File: config.mk
export PLATFORM = sky130hd
export DESIGN_NAME = four_way_traffic_light_sequencer_core
export DESIGN_NICKNAME = d
export VERILOG_FILES = /design/src/rtl/tlsq_pkg.sv /design/src/rtl/four_way_traffic_light_sequencer_core.sv /design/src/rtl/tlsq_step.sv
export SDC_FILE = /design/constraint.sdc
export NUM_CORES = 1
export LEC_CHECK = 0
export BUFFER_PORTS_ARGS = -buffer_cell sky130_fd_sc_hd__buf_2
export CORE_MARGIN = 1
export CORE_UTILIZATION = 35
export DETAILED_ROUTE_END_ITERATION = 12
export SLEW_MARGIN = 30
export SYNTH_ARGS = -nofsm -noshare
export SYNTH_HDL_FRONTEND = slang
export SYNTH_HIERARCHICAL = 1
export SYNTH_SLANG_ARGS = --single-unit
File: constraint.sdc
create_clock -name i_clk -period 3.2 [get_ports i_clk]
set_input_delay 0.32 -clock i_clk [delete_from_list [all_inputs] [get_ports i_clk]]
set_output_delay 0.32 -clock i_clk [all_outputs]
set_load 0.02 [all_outputs]
File: src/rtl/tlsq_pkg.sv
// Package with the shared types and constants of the four-way traffic light sequencer.
`timescale 1ns / 1ps

package tlsq_pkg;

    localparam int unsigned DWELL_W    = 6;
    localparam int unsigned PHASE_W    = 4;
    localparam int unsigned LAMPS_W    = 4;
    localparam int unsigned IN_TDATA_W = 8;
    localparam int unsigned OUT_TDATA_W = 24;
    localparam int unsigned PADDR_W    = 3;
    localparam int unsigned PDATA_W    = 32;

    localparam logic [PHASE_W-1:0] PHASE_LAST  = 4'd11;
    localparam logic [PHASE_W-1:0] PHASE_FIRST = 4'd0;
    localparam logic [DWELL_W-1:0] DWELL_RESET = 6'd50;
    localparam logic [DWELL_W-1:0] TICK_RESET  = 6'd1;

    localparam logic [0:0] REG_DWELL_TICKS = 1'b0;

    typedef enum logic [1:0] {
        t_sub_green       = 2'd0,
        t_sub_blink_green = 2'd1,
        t_sub_blink_yellow = 2'd2
    } t_sub_phase;

    typedef struct packed {
        logic button_press;
        logic blink_tick;
        logic phase_tick;
    } t_tick_in;

    typedef struct packed {
        logic               flash_mode;
        logic [PHASE_W-1:0] phase;
        logic [DWELL_W-1:0] tick_count;
        logic               blink_level;
    } t_seq_state;

    typedef struct packed {
        logic [PHASE_W-1:0] current_phase;
        logic               flash_active;
        logic [LAMPS_W-1:0] red_lamps;
        logic [LAMPS_W-1:0] yellow_lamps;
        logic [LAMPS_W-1:0] green_lamps;
    } t_lamp_out;

endpackage

File: src/rtl/four_way_traffic_light_sequencer_core.sv
// Top level of the four-way traffic light sequencer with stream and register ports.
//
// Channel   Direction  Handshake                 Payload
// s_axis    in         s_axis_tvalid/tready      tick flags, one transaction per tick
// m_axis    out        m_axis_tvalid/tready      lamp state after that tick
// apb       in         psel/penable/pwrite       dwell_ticks at address 0
//
// Each transaction passes an input register and then a result register.
// One transaction is taken every cycle unless m_axis stalls; the sequencer state updates as
// an item enters the result register, so throughput is set only by the output stall.
// Reset is synchronous and active low and clears the state and both valid flags.
// A stall on m_axis holds the result and backs up into s_axis through tready.
`timescale 1ns / 1ps

module four_way_traffic_light_sequencer_core (
    input  logic                                i_clk,
    input  logic                                i_rst_n,
    input  logic                                s_axis_tvalid,
    output logic                                s_axis_tready,
    // Fields from bit 0: phase_tick, blink_tick, button_press, zero fill.
    input  logic [tlsq_pkg::IN_TDATA_W-1:0]     s_axis_tdata,
    output logic                                m_axis_tvalid,
    input  logic                                m_axis_tready,
    // Fields from bit 0: green_lamps[3:0], yellow_lamps[7:4], red_lamps[11:8],
    // flash_active[12], current_phase[16:13], zero fill.
    output logic [tlsq_pkg::OUT_TDATA_W-1:0]    m_axis_tdata,
    input  logic                                psel,
    input  logic                                penable,
    input  logic                                pwrite,
    input  logic [tlsq_pkg::PADDR_W-1:0]        paddr,
    input  logic [tlsq_pkg::PDATA_W-1:0]        pwdata,
    output logic [tlsq_pkg::PDATA_W-1:0]        prdata,
    output logic                                pready
);
    import tlsq_pkg::*;

    logic [DWELL_W-1:0] r_dwell_ticks;
    logic               r_in_valid;
    t_tick_in           r_in_tick;
    logic               r_out_valid;
    t_lamp_out          r_out_lamps;
    t_seq_state         r_state;

    t_seq_state         n_state;
    t_lamp_out          n_lamps;
    logic               w_advance;
    logic               w_in_accept;
    logic               w_cfg_write;

    assign pready      = 1'b1;
    assign w_cfg_write = psel && penable && pwrite && pready && (paddr[2] == REG_DWELL_TICKS);
    assign prdata      = (paddr[2] == REG_DWELL_TICKS) ?
                         {{(PDATA_W-DWELL_W){1'b0}}, r_dwell_ticks} : '0;

    assign w_advance     = r_in_valid && (!r_out_valid || m_axis_tready);
    assign s_axis_tready = !r_in_valid || w_advance;
    assign w_in_accept   = s_axis_tvalid && s_axis_tready;

    always_ff @(posedge i_clk) begin
        if (!i_rst_n) begin
            r_dwell_ticks <= DWELL_RESET;
        end else if (w_cfg_write) begin
            r_dwell_ticks <= pwdata[DWELL_W-1:0];
        end
    end

    always_ff @(posedge i_clk) begin
        if (!i_rst_n) begin
            r_in_valid <= 1'b0;
        end else if (s_axis_tready) begin
            r_in_valid <= s_axis_tvalid;
        end
    end

    always_ff @(posedge i_clk) begin
        if (w_in_accept) begin
            r_in_tick <= t_tick_in'(s_axis_tdata[2:0]);
        end
    end

    tlsq_step u_step (
        .i_state       (r_state),
        .i_tick        (r_in_tick),
        .i_dwell_ticks (r_dwell_ticks),
        .o_state       (n_state),
        .o_lamps       (n_lamps)
    );

    always_ff @(posedge i_clk) begin
        if (!i_rst_n) begin
            r_state.flash_mode  <= 1'b0;
            r_state.phase       <= PHASE_FIRST;
            r_state.tick_count  <= TICK_RESET;
            r_state.blink_level <= 1'b0;
        end else if (w_advance) begin
            r_state <= n_state;
        end
    end

    always_ff @(posedge i_clk) begin
        if (!i_rst_n) begin
            r_out_valid <= 1'b0;
        end else if (w_advance) begin
            r_out_valid <= 1'b1;
        end else if (m_axis_tready) begin
            r_out_valid <= 1'b0;
        end
    end

    always_ff @(posedge i_clk) begin
        if (w_advance) begin
            r_out_lamps <= n_lamps;
        end
    end

    assign m_axis_tvalid = r_out_valid;
    assign m_axis_tdata  = {{(OUT_TDATA_W-$bits(t_lamp_out)){1'b0}}, r_out_lamps};

endmodule

File: src/rtl/tlsq_step.sv
// Next-state and lamp logic for one tick of the traffic light sequencer.
`timescale 1ns / 1ps

module tlsq_step (
    input  tlsq_pkg::t_seq_state               i_state,
    input  tlsq_pkg::t_tick_in                 i_tick,
    input  logic [tlsq_pkg::DWELL_W-1:0]       i_dwell_ticks,
    output tlsq_pkg::t_seq_state               o_state,
    output tlsq_pkg::t_lamp_out                o_lamps
);
    import tlsq_pkg::*;

    logic [2:0]         w_approach;
    t_sub_phase         w_sub;
    logic [LAMPS_W-1:0] w_bit;

    always_comb begin
        o_state = i_state;
        if (i_tick.blink_tick) begin
            o_state.blink_level = ~i_state.blink_level;
        end
        if (i_tick.button_press) begin
            if (i_state.flash_mode) begin
                o_state.flash_mode = 1'b0;
                o_state.phase      = PHASE_FIRST;
                o_state.tick_count = TICK_RESET;
            end else begin
                o_state.flash_mode = 1'b1;
            end
        end else if (!i_state.flash_mode && i_tick.phase_tick) begin
            if (i_state.tick_count >= i_dwell_ticks) begin
                o_state.phase      = (i_state.phase >= PHASE_LAST) ? PHASE_FIRST
                                                                    : i_state.phase + 4'd1;
                o_state.tick_count = TICK_RESET;
            end else begin
                o_state.tick_count = i_state.tick_count + 6'd1;
            end
        end
    end

    always_comb begin
        case (o_state.phase)
            4'd0:    begin w_approach = 3'd0; w_sub = t_sub_green;        end
            4'd1:    begin w_approach = 3'd0; w_sub = t_sub_blink_green;  end
            4'd2:    begin w_approach = 3'd0; w_sub = t_sub_blink_yellow; end
            4'd3:    begin w_approach = 3'd1; w_sub = t_sub_green;        end
            4'd4:    begin w_approach = 3'd1; w_sub = t_sub_blink_green;  end
            4'd5:    begin w_approach = 3'd1; w_sub = t_sub_blink_yellow; end
            4'd6:    begin w_approach = 3'd2; w_sub = t_sub_green;        end
            4'd7:    begin w_approach = 3'd2; w_sub = t_sub_blink_green;  end
            4'd8:    begin w_approach = 3'd2; w_sub = t_sub_blink_yellow; end
            4'd9:    begin w_approach = 3'd3; w_sub = t_sub_green;        end
            4'd10:   begin w_approach = 3'd3; w_sub = t_sub_blink_green;  end
            4'd11:   begin w_approach = 3'd3; w_sub = t_sub_blink_yellow; end
            4'd12:   begin w_approach = 3'd4; w_sub = t_sub_green;        end
            4'd13:   begin w_approach = 3'd4; w_sub = t_sub_blink_green;  end
            4'd14:   begin w_approach = 3'd4; w_sub = t_sub_blink_yellow; end
            default: begin w_approach = 3'd5; w_sub = t_sub_green;        end
        endcase
    end

    always_comb begin
        w_bit = '0;
        if (!w_approach[2]) begin
            w_bit[w_approach[1:0]] = 1'b1;
        end
    end

    always_comb begin
        o_lamps               = '0;
        o_lamps.flash_active  = o_state.flash_mode;
        o_lamps.current_phase = o_state.phase;
        if (o_state.flash_mode) begin
            o_lamps.yellow_lamps = {LAMPS_W{o_state.blink_level}};
        end else begin
            case (w_sub)
                t_sub_green:        o_lamps.green_lamps  = w_bit;
                t_sub_blink_green:  o_lamps.green_lamps  = w_bit & {LAMPS_W{o_state.blink_level}};
                t_sub_blink_yellow: o_lamps.yellow_lamps = w_bit & {LAMPS_W{o_state.blink_level}};
                default:            o_lamps.green_lamps  = w_bit;
            endcase
            o_lamps.red_lamps = ~w_bit;
        end
    end

endmodule

==> results of run 1 <==
per-layer routing:
layer | global-route usage [%] | share of wire (%)
met1 | 15.1 | 45
met2 | 23.4 | 50
met3 | 2.77 | 4.2
met4 | 5.19 | 1.4
met5 | 0 | 0
state kept, by name (all words and copies together) (netlist names):
name,flops
m_axis_tdata,17
r_state,12
r_in_valid,1
r_dwell_ticks,6
m_axis_tvalid,1
r_in_tick,3
cell usage in the layout (no fill, tap or decap), types with 9 or more instances in the layout:
master	Yosys	layout
buf_2	5	41
buf_4	39	40
nand2_1	39	38
dfxtp_1	20	16
edfxtp_1	20	20
mux2i_1	15	15
nor2b_1	9	9
nor2_1	10	9
conb_1	2	34
ha_1	16	11
logic make-up after synthesis:
kind of cell    after synthesis
fa+ha+maj                    16
other cells                   2
xor+xnor                      4
flops                        40
mux                          16
compound gates               49
buf+inv                      61
simple gates                 94
final timing paths:
path	slack, ps	from	to
setup / recovery	-30	r_state[1]	m_axis_tdata[2]
hold / removal	190	s_axis_tdata[1]	r_in_tick[1]
setup reg to reg	-30	r_state[1]	m_axis_tdata[2]
hold reg to reg	480	r_state[0]	r_state[0]
power by group:
part	internal, mW	leakage [nW]	switching [mW]	total (mW)
registers	0.560	0.355	0.00780	0.568
logic	0.0532	1.07	0.117	0.170
clock network	0.149	0.0403	0.171	0.319
cell usage after synthesis (3+ instances only):
| library cell | count |
|---|---|
| buf_4 | 39 |
| nand2_1 | 39 |
| dfxtp_1 | 20 |
| edfxtp_1 | 20 |
| ha_1 | 16 |
| mux2i_1 | 15 |
| a21oi_1 | 11 |
| inv_1 | 10 |
| nor2_1 | 10 |
| nor2b_1 | 9 |
| o21ai_0 | 8 |
| a21o_1 | 5 |
| buf_2 | 5 |
| nand3_1 | 5 |
| nor3_1 | 5 |
| nor3b_1 | 4 |
| a22o_1 | 3 |
| and3_1 | 3 |
| nand2b_1 | 3 |
| nand4_1 | 3 |
| nand4b_1 | 3 |
| o21a_1 | 3 |
| xor2_1 | 3 |
stage by stage:
step                setup slack, ps  setup TNS, ps  hold WS (ps)  util [%]  instance area [um2]
global placement               -248           -873           455      41.3                 3020
global route                   -217           -964           187      45.0                 3300
detailed placement             -226           -818           473      41.3                 3020
floorplan                      8.09              0           419         -                 2820
finish                        -32.4          -32.4           193      45.0                 3300
CTS                           -55.4          -60.9           184      43.7                 3200
cell type report:
type | instances | area share [%]
tap | 99 | 3.75
timing repair buffer | 81 | 15.3
clock buffer | 6 | 2.20
multi-input combinational | 213 | 46.7
clock inverter | 2 | 0.227
sequential | 40 | 30.5
inverter | 12 | 1.36
repair_timing:
item / in CTS / in global routing
resized for setup: 15 / 10
setup buffers: 3 / 5
pin swaps: 10 / 9
gates cloned: 0 / 0
hold endpoints to repair: 0 / 0
setup endpoints to repair: 7 / 8
==> results.md, run 1 <==
* XOR/XNOR Fraction of Synth Area at under 10%
* Layout area overhead at 23.2%
* R2R depth at 14
* Main synth FF type: edfxtp_1
* Die Area at around 8000 um2
* DR vias at between 2000 and 2500
* Total power at 1.06 mW
* Seq. cell area at 1010 um2
* First-pass GRT wire length at 7980 um
* Syn. warnings at 6
* Seq cells post-synth at 40
* Maxcap violations at 0
* IO Count at 109
* CP top delay family: compound AO/OA/AOI/OAI gates
* DP Cell Count at between 400 and 500
* Ant diodes at 0
* Worst-path fanout max at 7
* Mean routed wirelength per cell at 10.8 um
* Syn avg cell area at around 9.5 um2
* Fin. Hold Viols at 0
* Clk sink count at 40
* DR iter-0 viols at just under 70
* Die height at slightly below 90 um
* Nets@finish at around 420
* Compound-gate portion of the synthesized area at about an eighth
* CP startpoint kind: register
* Mapped cell area at between 2000 and 3000 um2
* # fillers at between 700 and 800
* Total grt overflow at 0
* Status: finished, violations left
* Clk pin slew, worst setup/hold paths at around 80 ps
* Drt pass-1 iters at 4
* EDFF count, synth at 20
* Worst setup margin at -32.4 ps
* Post-layout min period at about 3200 ps
* Post-Synthesis Cells at 282
* Seq/Total Area, Yosys at a little under two fifths
* Final worst-path cycle share at 101%
* Synth top area share at ~22%
* Num CTS Buffers at 5
* Crit path DAT at about 3300 ps
* Fmax at roughly 310 MHz
* Top post-synthesis cells by area: edfxtp_1 (22%), dfxtp_1 (15%), buf_4 (11%)
* Routed Antenna Nets at 0
* Crit path top cell by count: a21o_1
* Initial antenna violation count at 0
* Setup CP Type: reg -> reg
* Final wirelength at between 4000 and 5000 um
* Final setup fails at 1
* Yosys top cell by area: edfxtp_1
* # DRC at 0
* Post-Synth Adder-Cell Area at approximately 7.5%
* Core Area at ~7300 um2
* Non-filler cells, final at around 450
* Cell Chain, Critical Path: inv_2 -> ha_4 -> nand2b_4 -> a21o_1 -> a21oi_4 -> buf_4 -> mux2_4 -> and2_4 -> and3_1 -> a211o_1 -> ha_1 -> a21o_1 -> nand2_2 -> o21ba_4
* Max clock buf depth at 2
* Clock Skew at 5.92 ps
* Crit path buf inv count at 2
* Largest net degree at the start of global routing at 35
* Largest family of logic cells by synthesized area: simple AND/OR/NAND/NOR gates
* Post-synthesis simple-gate area fraction at 19.0%
* Post-synth cell types at 53
* CP Capture Type: register
* Critical path's slowest cell: dfxtp_2
* GR Util All Layers at between 10% and 20%
* Fin. max-slew vios at 0
* Number of port buffers at 41
* Vias in the first global route at ~1800
* Routability cong. at approximately 0.80
* FFs w/ async S/R, synth at 0%
* Clock Latency Late Sink at 290 ps
* Failing checks: setup timing
* Worst path max stage delay at approximately 340 ps
* Num rows at 31
* H-Tree Depth at 2
* Unrepaired setup endpoints after global routing: yes
* HPWL Detailed at 3460 um
* Area of the multi-input gates at between 1500 and 2000 um2
* Die width at ~90 um
* Worst hold path type: in -> reg
* Hold Buf Count CTS at 0
* Min-Delay Path Depth at 1
* Fraction of layout cells with a size suffix above 1 at 34.7%
* Multiplexer share of the synthesized area at 6.16%
* CTS tree: done
* Leakage at 1.47 nW
* Initial core utilization at between 30% and 40%
* Root buffer cell: clkbuf_8
* Via-to-Cell Ratio at between 4 and 5
* CP required at roughly 3300 ps
* Max VDD drop at between 0.00015 and 0.0002 V
* Worst slew pin tran at 872 ps
* Relative slew slack at a little over two fifths
* Levels on crit path at 14
* PwrDens at approximately 320 nW/um2
Power figures use the tool's default switching activity.
==> run 2, diff against run 1 <==
REMOVE_ABC_BUFFERS = 1   (was not set)
==> run 2 against run 1 <==
The run still ends with setup timing left; via count rose by 1.5%; first-iteration DRC count fell by 35%; power up 12%; sequential share of layout area hardly changed; non-clock buffer count shrank 3; register-to-register slack got worse by 20 ps; clock power rose by 37%; worst setup slack lost 23 ps; sequential cell count unchanged; final cell count decreased by 0.66%; critical endpoint unchanged; largest cell class unchanged.
==> results.md, run 2 (synthesis gave the netlist of run 1 again) <==
* Status: finished, violations left
* Failing checks: setup timing
* Die Area at 8010 um2 (unchanged)
* Clk sink count at 40 (unchanged)
* Final worst-path cycle share at 102% (+0.73 points)
* DR vias at 2049 (+1.5%)
* Die width at 89.5 um (unchanged)
* CP Capture Type: register
* Clock Skew at 5.12 ps (-0.803 ps)
* Setup CP Type: reg -> reg
* Maxcap violations at 0 (unchanged)
* Fin. Hold Viols at 0 (unchanged)
* Nets@finish at 416 (-0.72%)
* Vias in the first global route at 1888 (+6.4%)
* Flop-to-flop setup slack at -60 ps (-20 ps)
* Fin. max-slew vios at 0 (unchanged)
* Num CTS Buffers at 5 (unchanged)
* Drt pass-1 iters at 4 (unchanged)
* PwrDens at 357 nW/um2 (+11%)
* Post-layout min period at 3260 ps (+23.4 ps)
* Number of port buffers at 41 (unchanged)
* CTS tree: done
* Final wirelength at 5040 um (+3.0%)
* Core Area at 7330 um2 (unchanged)
* Total power at 1.18 mW (+12%)
* Ant diodes at 0 (unchanged)
* CP required at 3270 ps (about the same)
* Initial antenna violation count at 0 (unchanged)
* Crit path DAT at 3320 ps (+30 ps)
* Worst r2r src: r_dwell_ticks[5]
* Worst setup margin at -55.7 ps (-23.4 ps)
* First-pass GRT wire length at 8410 um (+5.4%)
* Most common cell after layout, fill and taps aside: buf_2
* Fraction of layout cells with a size suffix above 1 at 35.9% (+1.2 points)
* CP startpoint kind: register
* Root buffer cell: clkbuf_8
* DR iter-0 viols at 44 (-35%)
* HPWL Detailed at 3590 um (+3.8%)
* Via-to-Cell Ratio at 4.55 (+2.2%)
* R2R depth at 15 (+1)
* Num rows at 31 (unchanged)
* Hold Buf Count CTS at 0 (unchanged)
* Largest net degree at the start of global routing at 35 (unchanged)
* Worst-path fanout max at 6 (-1)
* # DRC at 0 (unchanged)
* Worst hold path type: in -> reg
* Mean routed wirelength per cell at 11.2 um (+3.7%)
* Post-Place Setup Slack at -270 ps (-44.3 ps)
* Leakage at 1.47 nW (+0.39%)
* Total grt overflow at 0 (unchanged)
* Clk pin slew, worst setup/hold paths at 80 ps (about the same)
* RR Endpoint: m_axis_tdata[2]
* Layout area overhead at 23.6%
* Clock Latency Late Sink at 300 ps (about the same)
* Unrepaired setup endpoints after global routing: yes
* Max VDD drop at 0.000165 V (-10%)
* Max clock buf depth at 2 (unchanged)
* Routability cong. at 0.801 (+0.60%)
* Fmax at 307 MHz (-0.72%)
* Initial core utilization at 36.6% (unchanged)
* Max reg flops at 17 (unchanged)
* Worst slew pin tran at 864 ps (-7.30 ps)
* Hold_sp: s_axis_tdata[2]
* Die height at 89.5 um (unchanged)
* Most frequent cells in the layout: buf_2 (41), nand2_1 (38), buf_4 (35)
* Routed Antenna Nets at 0 (unchanged)
* Final setup fails at 4 (+3)
* Min-Delay Path Depth at 1 (unchanged)
* GR Util All Layers at 13.6% (+0.61 points)
* IO Count at 109 (unchanged)
* Worst hold path endpoint: r_in_tick[2]
* Relative slew slack at 42.2% (+0.49 points)
* H-Tree Depth at 2 (unchanged)
==> run 2: final cells by class <==
type                            instances  area [um2]
Clock buffer                            6        82.6
Fill cell                             691        4020
Sequential cell                        40        1010
Inverter                               12        45.0
Multi-Input combinational cell        213        1530
Timing Repair Buffer                   78         490
Clock inverter                          2        33.8
Tap cell                               99         124
==> run 2: repair_timing <==
item | CTS | global route
resized for setup | 24 | 10
buffers inserted | 2 | 3
pin swaps | 13 | 12
setup endpoints to repair | 7 | 8
==> run 2: routing by layer <==
metal | up-vias | GRT usage, % | part of all wire (%)
li1 | 1044 | - | -
met1 | 926 | 15.7 | 45
met2 | 71 | 25.1 | 49
met3 | 8 | 2.77 | 4.5
met4 | 0 | 4.76 | 1.3
met5 | - | 0 | 0
==> run 2: how the worst max path moves through the flow <==
| stage | slack (ps) | start | end | cells after the start |
|---|---|---|---|---|
| after floorplan | -220 | r_state[1] | m_axis_tdata[2] | 16 |
| after global placement | -200 | r_dwell_ticks[5] | m_axis_tdata[1] | 14 |
| after detailed placement | -270 | r_dwell_ticks[5] | m_axis_tdata[1] | 15 |
| after CTS | -2 | r_state[1] | m_axis_tdata[2] | 13 |
| after global routing | -180 | r_dwell_ticks[5] | m_axis_tdata[3] | 17 |
| final | -60 | r_dwell_ticks[5] | m_axis_tdata[2] | 15 |
==> run 2: stage by stage <==
stage | hold WS [ps] | TNS, ps | instances | util [%] | cell area, um2
after floorplan | 382 | -722 | 265 | - | 2430
after global placement | 454 | -882 | 437 | 40.9 | 3000
after detailed placement | 476 | -1240 | 437 | 40.9 | 3000
after CTS | 181 | -2.33 | 447 | 44.3 | 3250
after global routing | 179 | -860 | 450 | 45.2 | 3310
final | 189 | -197 | 450 | 45.2 | 3310
==> run 2: worst max-delay path, cell delays in order (launching register included) <==
cell,delay [ps]
dfxtp_2,340
inv_2,50
ha_4,290
nand4_1,130
nor2_2,160
a21oi_2,100
buf_6,140
o311ai_1,270
o31ai_2,170
buf_4,190
and3_1,190
a211o_1,280
ha_1,290
a21o_1,170
nand2_2,100
o21ba_4,160
==> run 2: where the power goes <==
part           switching, mW  total (mW)  internal (mW)
Combinational          0.118       0.176         0.0586
Sequential           0.00900       0.569          0.560
Clock                  0.185       0.436          0.251
Total                  0.312        1.18          0.870
